===== config.mk =====
export PLATFORM = sky130hd
export DESIGN_NAME = antialiased_line_stepper_top
export DESIGN_NICKNAME = d
export VERILOG_FILES = /design/src/design/als_pkg.sv /design/src/design/als_divider.sv /design/src/design/antialiased_line_stepper_top.sv
export SDC_FILE = /design/constraint.sdc
export NUM_CORES = 1
export LEC_CHECK = 0
export ABC_AREA = 1
export BUFFER_PORTS_ARGS = -buffer_cell sky130_fd_sc_hd__buf_2
export CAP_MARGIN = 15
export CORE_UTILIZATION = 55
export CTS_CLUSTER_DIAMETER = 50
export DETAILED_ROUTE_END_ITERATION = 10
export GPL_TIMING_DRIVEN = 0
export PLACE_DENSITY = 0.73
export SETUP_SLACK_MARGIN = 0.2
export SYNTH_ARGS = -nofsm -noshare
export SYNTH_HDL_FRONTEND = slang
export SYNTH_SLANG_ARGS = --single-unit

===== constraint.sdc =====
create_clock -name clk -period 7.6 [get_ports clk]
set_input_delay 1.14 -clock clk [delete_from_list [all_inputs] [get_ports clk]]
set_output_delay 1.14 -clock clk [all_outputs]
set_load 0.02 [all_outputs]

===== src/design/als_pkg.sv =====
// shared constants and types for the antialiased line stepper
`timescale 1ns / 1ps
`default_nettype none
package als_pkg;

	localparam int COORD_BITS = 12;
	localparam int FRAC_BITS_DEF = 16;
	localparam int LEVEL_BITS = 8;

	localparam logic [LEVEL_BITS-1:0] FULL_LEVEL = 8'd255;
	localparam logic [LEVEL_BITS-1:0] AXIS_LEVEL = 8'd100;

	localparam logic CMD_START = 1'b0;
	localparam logic CMD_ADVANCE = 1'b1;

	typedef struct packed {
		logic go;
		logic [COORD_BITS-1:0] num;
		logic [COORD_BITS-1:0] den;
	} div_req_t;

endpackage
`default_nettype wire


===== src/design/als_divider.sv =====
// iterative restoring divider for the line gradient, one quotient bit a cycle
`timescale 1ns / 1ps
`default_nettype none
module als_divider #(
	parameter int FRAC_BITS = als_pkg::FRAC_BITS_DEF
) (
	input  wire                    clk,
	input  wire                    arst_n,
	input  als_pkg::div_req_t      req,
	output logic                   done,
	output logic [FRAC_BITS:0]     quot
);
	import als_pkg::*;

	localparam int CW = COORD_BITS;
	localparam int CNT_W = $clog2(FRAC_BITS + 1);
	localparam logic [CNT_W-1:0] CNT_TOP = CNT_W'(FRAC_BITS);

	logic [CW-1:0]      rem_q;
	logic [CW-1:0]      den_q;
	logic [FRAC_BITS:0] quot_q;
	logic [CNT_W-1:0]   cnt_q;
	logic               run_q;
	logic               done_q;

	logic [CW:0] trial;
	logic [CW:0] diff;
	logic        ge;

	always_comb begin
		if (cnt_q == CNT_TOP) begin
			trial = {1'b0, rem_q};
		end else begin
			trial = {rem_q, 1'b0};
		end
		ge = (trial >= {1'b0, den_q});
		diff = trial - {1'b0, den_q};
	end

	always_ff @(posedge clk or negedge arst_n) begin
		if (!arst_n) begin
			run_q <= 1'b0;
			done_q <= 1'b0;
			cnt_q <= '0;
		end else begin
			done_q <= 1'b0;
			if (req.go) begin
				run_q <= 1'b1;
				cnt_q <= CNT_TOP;
			end else if (run_q) begin
				if (cnt_q == '0) begin
					run_q <= 1'b0;
					done_q <= 1'b1;
				end else begin
					cnt_q <= cnt_q - 1'b1;
				end
			end
		end
	end

	always_ff @(posedge clk) begin
		if (req.go) begin
			rem_q <= req.num;
			den_q <= req.den;
			quot_q <= '0;
		end else if (run_q) begin
			rem_q <= ge ? diff[CW-1:0] : trial[CW-1:0];
			quot_q <= {quot_q[FRAC_BITS-1:0], ge};
		end
	end

	assign done = done_q;
	assign quot = quot_q;

endmodule
`default_nettype wire


===== src/design/antialiased_line_stepper_top.sv =====
// antialiased line stepper: command sequencer, line state and pixel output
//
// One command channel: a word is taken at a rising edge with start high and
// busy low. cmd selects start (load endpoints) or advance (one major step).
// Pixels leave on pixel_x/pixel_y/intensity/last_pixel, each for exactly one
// cycle while strobe is high; the receiver cannot stall, so none is held.
// Start: the word is ordered in S_ORDER, which also registers the first
//   endpoint pixel; then the gradient divider runs, one quotient bit a cycle,
//   and busy stays high until the quotient is stored. Axis-parallel lines
//   skip the divider and emit nothing on start.
// Advance, axis-parallel line: one pixel the cycle after acceptance, busy
//   never rises, so one advance can be taken every cycle.
// Advance, sloped line: busy through S_STEP alone on the final step (end
//   pixel), and through S_STEP, S_EMIT_LO and S_EMIT_HI on an interior step
//   (minor update, then two pixels); a new word waits until busy is low.
// An advance with no active line gives no pixel. Reset clears the line state
// and the sequencer; no line is active afterwards.
`timescale 1ns / 1ps
`default_nettype none
module antialiased_line_stepper_top #(
	parameter int FRAC_BITS = als_pkg::FRAC_BITS_DEF
) (
	input  wire                                  clk,
	input  wire                                  arst_n,
	input  wire                                  start,
	output logic                                 busy,
	input  wire                                  cmd,
	input  wire  [als_pkg::COORD_BITS-1:0]       start_x,
	input  wire  [als_pkg::COORD_BITS-1:0]       start_y,
	input  wire  [als_pkg::COORD_BITS-1:0]       end_x,
	input  wire  [als_pkg::COORD_BITS-1:0]       end_y,
	output logic                                 strobe,
	output logic [als_pkg::COORD_BITS-1:0]       pixel_x,
	output logic [als_pkg::COORD_BITS-1:0]       pixel_y,
	output logic [als_pkg::LEVEL_BITS-1:0]       intensity,
	output logic                                 last_pixel
);
	import als_pkg::*;

	localparam int CW = COORD_BITS;
	localparam int FIX_W = COORD_BITS + FRAC_BITS;

	typedef enum logic [2:0] {
		S_IDLE,
		S_ORDER,
		S_DIV,
		S_STEP,
		S_EMIT_LO,
		S_EMIT_HI
	} state_t;

	state_t state_q;

	logic              active_q;
	logic              axis_q;
	logic              steep_q;
	logic              dir_q;
	logic [CW-1:0]     major_q;
	logic [CW-1:0]     end_q;
	logic [FIX_W-1:0]  minor_q;
	logic [FRAC_BITS:0] grad_q;
	logic [CW-1:0]     end_minor_q;

	logic [CW-1:0] sx_q, sy_q, ex_q, ey_q, dx_q, dy_q;

	logic                  strobe_q;
	logic [CW-1:0]         px_q, py_q;
	logic [LEVEL_BITS-1:0] lvl_q;
	logic                  last_q;
	logic                  div_go_q;

	div_req_t           div_req;
	logic               div_done;
	logic [FRAC_BITS:0] div_quot;

	// ordering of the endpoints
	logic          is_axis, axis_steep, steep_w, swap_w;
	logic [CW-1:0] a0r, b0r, a1r, b1r, a0, b0, a1, b1;
	logic [CW-1:0] ax_major, ax_end, ax_minor;

	// minor coordinate split and coverage
	logic [CW-1:0]             ip;
	logic [CW-1:0]             ip_next;
	logic [FRAC_BITS-1:0]      frac;
	logic [FRAC_BITS+7:0]      prod;
	logic [LEVEL_BITS-1:0]     cov;
	logic [FIX_W-1:0]          grad_ext;
	logic                      accept;
	logic                      ax_last;

	always_comb begin
		is_axis = (dx_q == '0) || (dy_q == '0);
		axis_steep = (dx_q == '0);
		ax_major = axis_steep ? sy_q : sx_q;
		ax_end = axis_steep ? ey_q : ex_q;
		ax_minor = axis_steep ? sx_q : sy_q;
		steep_w = (dy_q >= dx_q);
		a0r = steep_w ? sy_q : sx_q;
		b0r = steep_w ? sx_q : sy_q;
		a1r = steep_w ? ey_q : ex_q;
		b1r = steep_w ? ex_q : ey_q;
		swap_w = (a1r < a0r);
		a0 = swap_w ? a1r : a0r;
		b0 = swap_w ? b1r : b0r;
		a1 = swap_w ? a0r : a1r;
		b1 = swap_w ? b0r : b1r;
	end

	always_comb begin
		ip = minor_q[FIX_W-1 -: CW];
		ip_next = ip + 1'b1;
		frac = minor_q[FRAC_BITS-1:0];
		prod = {frac, 8'b0} - {8'b0, frac};
		cov = prod[FRAC_BITS+7 -: LEVEL_BITS];
		grad_ext = {{(FIX_W-FRAC_BITS-1){1'b0}}, grad_q};
		accept = start && (state_q == S_IDLE);
		ax_last = (major_q == end_q);
	end

	always_comb begin
		div_req.go = div_go_q;
		div_req.num = steep_q ? dx_q : dy_q;
		div_req.den = steep_q ? dy_q : dx_q;
	end

	als_divider #(
		.FRAC_BITS(FRAC_BITS)
	) u_div (
		.clk    (clk),
		.arst_n (arst_n),
		.req    (div_req),
		.done   (div_done),
		.quot   (div_quot)
	);

	always_ff @(posedge clk) begin
		if (accept && (cmd == CMD_START)) begin
			sx_q <= start_x;
			sy_q <= start_y;
			ex_q <= end_x;
			ey_q <= end_y;
			dx_q <= (end_x > start_x) ? end_x - start_x : start_x - end_x;
			dy_q <= (end_y > start_y) ? end_y - start_y : start_y - end_y;
		end
	end

	always_ff @(posedge clk or negedge arst_n) begin
		if (!arst_n) begin
			state_q <= S_IDLE;
			active_q <= 1'b0;
			axis_q <= 1'b0;
			steep_q <= 1'b0;
			dir_q <= 1'b0;
			major_q <= '0;
			end_q <= '0;
			minor_q <= '0;
			grad_q <= '0;
			end_minor_q <= '0;
			div_go_q <= 1'b0;
			strobe_q <= 1'b0;
			px_q <= '0;
			py_q <= '0;
			lvl_q <= '0;
			last_q <= 1'b0;
		end else begin
			strobe_q <= 1'b0;
			div_go_q <= 1'b0;
			case (state_q)
				S_IDLE: begin
					if (accept) begin
						if (cmd == CMD_START) begin
							state_q <= S_ORDER;
						end else if (active_q && axis_q) begin
							strobe_q <= 1'b1;
							px_q <= steep_q ? end_minor_q : major_q;
							py_q <= steep_q ? major_q : end_minor_q;
							lvl_q <= AXIS_LEVEL;
							last_q <= ax_last;
							if (ax_last) begin
								active_q <= 1'b0;
							end else if (dir_q) begin
								major_q <= major_q - 1'b1;
							end else begin
								major_q <= major_q + 1'b1;
							end
						end else if (active_q) begin
							major_q <= major_q + 1'b1;
							state_q <= S_STEP;
						end
					end
				end
				S_ORDER: begin
					active_q <= 1'b1;
					minor_q <= '0;
					grad_q <= '0;
					if (is_axis) begin
						axis_q <= 1'b1;
						steep_q <= axis_steep;
						major_q <= ax_major;
						end_q <= ax_end;
						end_minor_q <= ax_minor;
						dir_q <= (ax_end < ax_major);
						state_q <= S_IDLE;
					end else begin
						axis_q <= 1'b0;
						steep_q <= steep_w;
						dir_q <= (b1 < b0);
						minor_q <= {b0, {FRAC_BITS{1'b0}}};
						major_q <= a0;
						end_q <= a1;
						end_minor_q <= b1;
						div_go_q <= 1'b1;
						strobe_q <= 1'b1;
						px_q <= steep_w ? b0 : a0;
						py_q <= steep_w ? a0 : b0;
						lvl_q <= FULL_LEVEL;
						last_q <= 1'b0;
						state_q <= S_DIV;
					end
				end
				S_DIV: begin
					if (div_done) begin
						grad_q <= div_quot;
						state_q <= S_IDLE;
					end
				end
				S_STEP: begin
					if (major_q == end_q) begin
						strobe_q <= 1'b1;
						px_q <= steep_q ? end_minor_q : end_q;
						py_q <= steep_q ? end_q : end_minor_q;
						lvl_q <= FULL_LEVEL;
						last_q <= 1'b1;
						active_q <= 1'b0;
						state_q <= S_IDLE;
					end else begin
						if (dir_q) begin
							minor_q <= minor_q - grad_ext;
						end else begin
							minor_q <= minor_q + grad_ext;
						end
						state_q <= S_EMIT_LO;
					end
				end
				S_EMIT_LO: begin
					strobe_q <= 1'b1;
					px_q <= steep_q ? ip : major_q;
					py_q <= steep_q ? major_q : ip;
					lvl_q <= FULL_LEVEL - cov;
					last_q <= 1'b0;
					state_q <= S_EMIT_HI;
				end
				S_EMIT_HI: begin
					strobe_q <= 1'b1;
					px_q <= steep_q ? ip_next : major_q;
					py_q <= steep_q ? major_q : ip_next;
					lvl_q <= cov;
					last_q <= 1'b0;
					state_q <= S_IDLE;
				end
				default: begin
					state_q <= S_IDLE;
				end
			endcase
		end
	end

	assign busy = (state_q != S_IDLE);
	assign strobe = strobe_q;
	assign pixel_x = px_q;
	assign pixel_y = py_q;
	assign intensity = lvl_q;
	assign last_pixel = last_q;

endmodule
`default_nettype wire


==> results.txt, run 1 <==
The multi-input logic area is 10800 sq um. Along the worst path, the maximum fanout reaches 10. The detailed-router iteration count before antenna repair came out at 6. The number of cells traversed by the worst register-to-register path came out at 27.

The launching instance or port of the critical path is dy_q[9]. The proportion of layout cells with a drive suffix above 1 came out at 0.0701. The number of max-slew violations in the final report is 0.

TritonCTS built the clock tree. The share of async-settable or async-resettable flops after synthesis is 0.535. The total CTS buffers came out at 36. The number of nets produced by synthesis came out at 2842. The layout has 3064 filler cells. The antenna diode instance count is 0. The post-detailed-route via-to-cell ratio is 5.98. Of the total synthesized cell area, the portion taken by full adders, half adders and majority gates is 0.0978.

Of the total synthesized cell area, the portion taken by AND, OR, NAND and NOR gates is 0.224. The tool flagged a number of max-cap violations equal to 0. The count of flip-flops with a built-in enable after synthesis is 96.

The summed negative setup slack over all endpoints is 0 ps. The synthesized area divided by synthesized cell count came out at 7.19 sq um. IR analysis of the VDD net gives a maximum drop of 0.161 mV. The worst stage delay on the critical path came out at approximately 950 ps. The root buffer cell is sky130_fd_sc_hd__clkbuf_16. The core region area is 33800 sq um.

The combinational share of power came out at 0.065. After detailed routing, the average wire length per cell comes to 20.4 um. After synthesis, the largest family of logic cells by area is simple AND/OR/NAND/NOR gates. Headroom to the max-slew limit came out at 0.174. The worst setup path is captured at a register. The number of warnings printed during yosys synthesis is 0.

The number of failing setup endpoints in the final timing report is 0. The overall track demand over capacity in global routing is 0.375. The layout overhead on the synthesized area came out at 12.0%. The run finished with clean final reports. In this run the critical register-to-register path is launched from dy_q[9]. The arrival time reported for the critical path endpoint came out at 7090 ps. The maximum clock rate came out at 0.152 GHz. The floorplan die height is 188 um. The die span in x came out at 188 um.

The die area is between 30000 and 40000 sq um. After routing the design area is 21300 sq um. The largest net degree at the start of global routing is between 80 and 90.

The count of nets after finishing came out at 2969. The net switching component of the power came out at 0.817 mW. The share of power burned in registers came out at 0.419. For this run, the leading register cell type out of synthesis is sky130_fd_sc_hd__dfrtp_1. After global routing, the most crowded layer is met2. The time the final worst path needs with I/O delays and setup is 6580 ps.

The worst-case clock skew is 35.6 ps. The wire length reported by the detailed router is 66.1 mm. The cell count after synthesis came out at 2645. Following the worst setup path forward leads to its endpoint at dir_q. The number of gates resized after cts is 0.

The hold-fix buffer count after cts is 0. The count of nets left with antenna violations once routing finished came out at 0. At the pin with the least slew margin, the transition time is 1230 ps.

The placed wire-length estimate after detailed placement is approximately 52 mm. The sequential cell area in the final layout came out at around 6500 sq um. In the layout the commonest cells are sky130_fd_sc_hd__nand2_1, sky130_fd_sc_hd__inv_1, sky130_fd_sc_hd__o21ai_0. The detailed router placed ~19000 vias in this run. The routability-driven placement congestion ratio is slightly above 1. The post-place instance area is 20100 sq um. The number of synthesized register bits came out at between 200 and 250. The post-CTS repair timing setup buffer count came out at 0.

The number of global-route vias before repair came out at 18400. The total I/O pin count is 87. The library cell used most frequently in the layout, excluding fill and tap cells, is sky130_fd_sc_hd__nand2_1.

The most numerous cell type found on the critical path is sky130_fd_sc_hd__nand2_1. The setup slack on the worst flop-to-flop path is 1020 ps. Setup repair after global routing left no endpoint under its margin. The worst hold path passes through 2 cells. The DRC violation count after routing is 0.

The initial cell density of the core came out at 0.563. The cell-internal power came out at between 2 and 2.5 mW. The unique cell type count in the Yosys netlist came out at 59. The residual overflow from global routing is 0. The clock group share of total power is 0.516. The post-synthesis compound-gate area fraction came out at 0.206. The number of endpoints with negative hold slack in the final report was 0.

The global routing usage on met1 is 0.482. The endpoint identified for the worst register-to-register timing path is dir_q. The maximum buffer depth of the clock tree came out at 3. The proportion of total power due to net switching is 0.249. The met3 capacity usage during global routing came out at 0.0565. The initial antenna violation count came out at 0. The static power due to leakage is between 10 and 15 nW. The met2 usage is 0.612. Of the total synthesized cell area, the portion taken by XOR and XNOR cells is 0.0387.

The sequential cell area fraction in the yosys report came out at 0.341. After clock tree synthesis, the clock-pin slew on the worst setup and hold paths is 60 ps. The worst hold margin is approximately 460 ps. The power density normalized to cell area came out at roughly 150 nW/um^2. The number of port buffers is 86. The global-route wire length before repair came out at 102 mm. The row count is 67.

The DRC marker count from the first detailed-route iteration is 1951. For the worst-skew pair, the clock arrives at the later sink with an insertion delay of 570 ps. The clock drives roughly 240 sinks. The CTS H-tree depth came out at 2. The path type of the worst setup path is register to register. The cell at the slowest stage of the critical path is sky130_fd_sc_hd__a211oi_1.

The type of element launching the critical path is a register. The mux cell area share after synthesis is 0.00316. The post-synthesis cell area is 19000 sq um. The part of the cycle the worst path needs is 0.865. The critical path required time came out at 8110 ps. The path class of the tightest hold or removal check is register to register.
[per-layer routing]
layer  wire [um]  share of wire  up-vias
li1            -              -     9200
met1       27400           0.41     9050
met2       30000           0.45      947
met3        5210          0.079      192
met4        3450          0.052        0
met5           0              0        -
[cell families after synthesis]
| logic type | after synthesis |
|---|---|
| mux | 6 |
| fa+ha+maj | 145 |
| flops | 243 |
| xor+xnor | 84 |
| compound gates | 684 |
| simple gates | 1036 |
| buf+inv | 447 |
[through the flow]
stage | setup slack, ps | utilization | instances | power [mW]
floorplan | 2820 | - | 2645 | 1.51
finish | 1020 | 0.630 | 3245 | 3.28
global route | 723 | 0.630 | 3245 | 3.35
CTS | 1100 | 0.630 | 3244 | 3.29
global placement | 1170 | 0.592 | 3179 | 1.60
detailed placement | 1120 | 0.594 | 3181 | 1.61
[synthesized netlist by cell type, types with 41 or more instances]
cell type | number | area, sq um
sky130_fd_sc_hd__nand2_1 | 667 | 2500
sky130_fd_sc_hd__inv_1 | 320 | 1200
sky130_fd_sc_hd__o21ai_0 | 282 | 1410
sky130_fd_sc_hd__a21oi_1 | 184 | 921
sky130_fd_sc_hd__nor2_1 | 161 | 604
sky130_fd_sc_hd__ha_1 | 139 | 1740
sky130_fd_sc_hd__dfrtp_1 | 130 | 3250
sky130_fd_sc_hd__nand3_1 | 121 | 606
sky130_fd_sc_hd__edfxtp_1 | 96 | 2880
sky130_fd_sc_hd__clkbuf_1 | 90 | 338
sky130_fd_sc_hd__xor2_1 | 55 | 482
sky130_fd_sc_hd__o22ai_1 | 42 | 263
sky130_fd_sc_hd__o211ai_1 | 41 | 308
[worst min-delay path by stage]
stage / startpoint / endpoint / slack [ps]
2_1_floorplan: u_div.cnt_q[3] / u_div.cnt_q[3] / 440
3_3_place_gp: u_div.quot[5] / grad_q[5] / 450
3_5_place_dp: u_div.quot[5] / grad_q[5] / 460
4_1_cts: u_div.quot[5] / grad_q[5] / 460
5_1_grt: u_div.quot[5] / grad_q[5] / 500
6_report: u_div.quot[5] / grad_q[5] / 460
[worst max-delay path, delay by kind of cell (launching register included)]
family,cells,cell delay [ps]
AND/OR/NAND/NOR,13,1410
AO/OA/AOI/OAI,6,2110
flip-flops,1,450
buffers and inverters,5,1450
adder cells (fa/ha/maj),3,1080
[power groups by stage]
stage / Combinational, mW / Sequential, mW / Clock [mW]
final: 0.214 / 1.37 / 1.69
after detailed placement: 0.212 / 1.40 / 0
after CTS: 0.213 / 1.37 / 1.71
after global placement: 0.208 / 1.40 / 0
after global routing: 0.234 / 1.37 / 1.75
after floorplan: 0.117 / 1.40 / 0
[registers in the layout, indices dropped and copies added (netlist names), 3 cells and up]
register	count
dx_q	12
dy_q	12
end_minor_q	12
end_q	12
ex_q	12
ey_q	12
grad_q	17
intensity	8
major_q	12
minor_q	28
pixel_x	12
pixel_y	12
state_q	3
sx_q	12
sy_q	12
u_div.cnt_q	5
u_div.den_q	12
u_div.quot	17
u_div.rem_q	12
[cell type report]
class                      count  share of cell area
tap                          448              0.0263
buffer                       111              0.0215
sequential                   243               0.304
clock inverter                22              0.0131
timing repair buffer          89              0.0234
multi-input combinational   1955               0.508
inverter                     336              0.0593
clock buffer                  41              0.0442
Power figures use the tool's default switching activity.
==> run 2, diff against run 1 <==
- CORE_UTILIZATION: 55 -> 45
- PLACE_DENSITY: 0.73 -> unset
==> run 2 against run 1 <==
Sequential power about the same. Register-to-register slack worse by 30 ps. Largest power group unchanged. Global-route usage down 6.0 points. Core utilization down 11 points. Via count down 3.3%. Fmax down 0.46%.
==> results.txt, run 2 (synthesis gave the netlist of run 1 again) <==
The flow ran to the end, and the final reports show no timing, DRC or antenna violations. The maximum clock rate is 0.151 GHz (-0.46%). The worst-case setup slack after placement came out at 1100 ps (-16.0 ps).

Following the worst setup path forward leads to its endpoint at dir_q. From synthesis to final layout, the design area changed by 12.9%. In the layout the commonest cells are sky130_fd_sc_hd__nand2_1, sky130_fd_sc_hd__inv_1, sky130_fd_sc_hd__o21ai_0. The floorplan die height is 208 um (+10%).

The initial cell density of the core is 0.460 (-0.102). The total I/O pin count is 87 (unchanged). The total number of vias is 18700 (-3.3%). The combinational share of power came out at 0.064 (about the same).

The DRC marker count from the first detailed-route iteration came out at 1571 (-19%). The proportion of total power due to net switching came out at 0.248 (-0.00110). The clock-pin slew on the worst setup and hold paths came to 60 ps (about the same). The cell count after placement is 3267 (+2.7%). The flip-flop count of the largest register after layout came out at 28 (unchanged). The post-CTS repair timing setup buffer count came out at 0 (unchanged). The wire length reported by the detailed router is 68.3 mm (+3.3%). The clock tree from TritonCTS is built. The part of the cycle the worst path needs is 0.869 (+0.00401). The top register by number of flip-flops is minor_q. The path type of the worst setup path is register to register. The DRC violation count after routing is 0 (unchanged). The worst-case clock skew came out at 28.2 ps (-7.33 ps). The antenna diode instance count is 0 (unchanged).

The arrival time reported for the critical path endpoint is 7100 ps (about the same). The post-detailed-route via-to-cell ratio came out at 5.62 (-5.9%). The net switching component of the power came out at 0.825 mW (+0.99%). The proportion of layout cells with a drive suffix above 1 came to 0.0717 (+0.00166).

The number of stages on the worst setup path is 28 (+3.7%). The total buffers and inverters traversed by the critical path came to 6 (+1). The sort of element at the end of the critical path is a register. The cell-internal power came to 2.50 mW (+1.6%). The number of global-route vias before repair is 17800 (-3.5%). The overall track demand over capacity in global routing came out at 0.315 (-0.0603). The cell class contributing the biggest share of worst-path delay is compound AO/OA/AOI/OAI gates. The residual overflow from global routing came out at 0 (unchanged). The number of max-slew violations in the final report came out at 0 (unchanged). The static power due to leakage is 10.3 nW (+0.38%). The type of element launching the critical path is a register. Setup repair after global routing left no endpoint under its margin. The worst stage delay on the critical path is 860 ps (-90 ps).

The number of port buffers is 86 (unchanged). The most frequent standard cell in the layout excluding fill and tap cells is sky130_fd_sc_hd__nand2_1. The total CTS buffers is 37 (+2.8%). The kind of path behind the tightest hold check is register to register. The power density normalized to cell area is 155 nW/um^2 (+0.64%). The count of nets after finishing is 2972 (+0.10%).

The die span in x is 208 um (+10%). The final setup slack of the worst path is 992 ps (-30.5 ps). The worst slew margin relative to its limit came out at 0.254 (+0.0799). The placed wire-length estimate after detailed placement is 55.0 mm (+6.0%).

The die area is 43100 sq um (+22%). The transition time of the tightest slew-check pin is 1110 ps (-119 ps). The number of failing setup endpoints in the final timing report came out at 0 (unchanged). The worst reg2reg path startpoint is dy_q[11]. The max-capacitance violation count came out at 0 (unchanged). The row count came out at 74 (+10%). The tree is rooted in a sky130_fd_sc_hd__clkbuf_16.

The maximum buffer depth of the clock tree came out at 3 (unchanged). The setup slack on the worst flop-to-flop path is 990 ps (-30 ps). The number of non-filler instances in the completed layout came to 3334 (+2.7%). The remaining number of nets flagged by the antenna check after routing came out at 0 (unchanged). The time the final worst path needs with I/O delays and setup came out at 6610 ps (+30.5 ps). The insertion delay to the later sink of the worst-skew pair is 560 ps (about the same). The clock group share of total power is 0.523 (+0.007). The detailed-route wire length per cell is 20.5 um (+0.58%). The summed negative setup slack over all endpoints came out at 0 ps (unchanged).

The routability-driven placement congestion ratio is 0.988 (-3.4%). The number of cells traversed by the worst register-to-register path came to 28 (+3.7%). The share of power burned in registers came out at 0.413 (-0.006).

The largest net degree at the start of global routing is 88 (+1.1%). In this run the critical register-to-register path is captured at dir_q. On the critical path, the stage with the largest delay is an instance of sky130_fd_sc_hd__a211oi_1. The initial antenna violation count came to 0 (unchanged). The critical path required time was 8100 ps (about the same). The maximum fanout along the worst path is 10 (unchanged). The number of gates resized after cts is 0 (unchanged). The global-route wire length before repair came to 104 mm (+2.0%). By instance count, the cell type seen most on the critical path is sky130_fd_sc_hd__nand2_1. The number of endpoints with negative hold slack in the final report came to 0 (unchanged).

The CTS H-tree depth is 2 (unchanged). The number of sinks on the clock net came out at 243 (unchanged). The most critical setup path has its startpoint at dy_q[11]. The core region area is 41300 sq um (+22%). The detailed-router iteration count before antenna repair came out at 7 (+1).

The maximum ir drop on the vdd rail was 0.161 mV (about the same). The hold-fix buffer count after cts is 0 (unchanged).
[run 2: cell type report]
class,count,area [sq um]
fill,4142,19800
multi-input combinational,1955,10800
sequential,243,6480
inverter,336,1260
clock buffer,43,990
tap,532,666
timing repair buffer,91,531
buffer,111,458
clock inverter,23,263
[run 2: tightest hold or removal path, cell delays in order, from the launching register on]
cell	delay, ps
sky130_fd_sc_hd__dfxtp_1	310
sky130_fd_sc_hd__nand3_1	70
sky130_fd_sc_hd__nand2_1	50
[run 2: metal layers]
| layer | up-vias | wire length (um) | track usage |
|---|---|---|---|
| met4 | 0 | 2590 | 0.128 |
| met5 | - | 0 | 0 |
| met3 | 133 | 4620 | 0.0463 |
| li1 | 9183 | - | - |
| met2 | 723 | 30900 | 0.506 |
| met1 | 8708 | 30100 | 0.425 |
[run 2: worst min path at each step]
stage / start / to / slack [ps] / depth (start not counted)
finish: u_div.quot[12] / grad_q[12] / 470 / 2
global route: intensity[7] / intensity[7] / 500 / 2
CTS: u_div.quot[5] / grad_q[5] / 470 / 2
detailed placement: u_div.quot[5] / grad_q[5] / 460 / 2
global placement: u_div.quot[5] / grad_q[5] / 450 / 2
floorplan: u_div.cnt_q[3] / u_div.cnt_q[3] / 440 / 1
[run 2: power groups by stage]
stage,clock network [mW],logic [mW],registers [mW]
5_1_grt,1.82,0.235,1.37
4_1_cts,1.77,0.216,1.37
3_5_place_dp,0,0.215,1.40
6_report,1.74,0.213,1.37
3_3_place_gp,0,0.213,1.40
2_1_floorplan,0,0.117,1.40
[run 2: metrics by stage]
stage | hold slack [ps] | power, mW | utilization | area (sq um)
2_1_floorplan | 435 | 1.51 | - | 19000
3_3_place_gp | 453 | 1.61 | 0.487 | 20100
3_5_place_dp | 456 | 1.61 | 0.489 | 20200
4_1_cts | 466 | 3.36 | 0.519 | 21500
5_1_grt | 495 | 3.42 | 0.520 | 21500
6_report | 469 | 3.32 | 0.520 | 21500
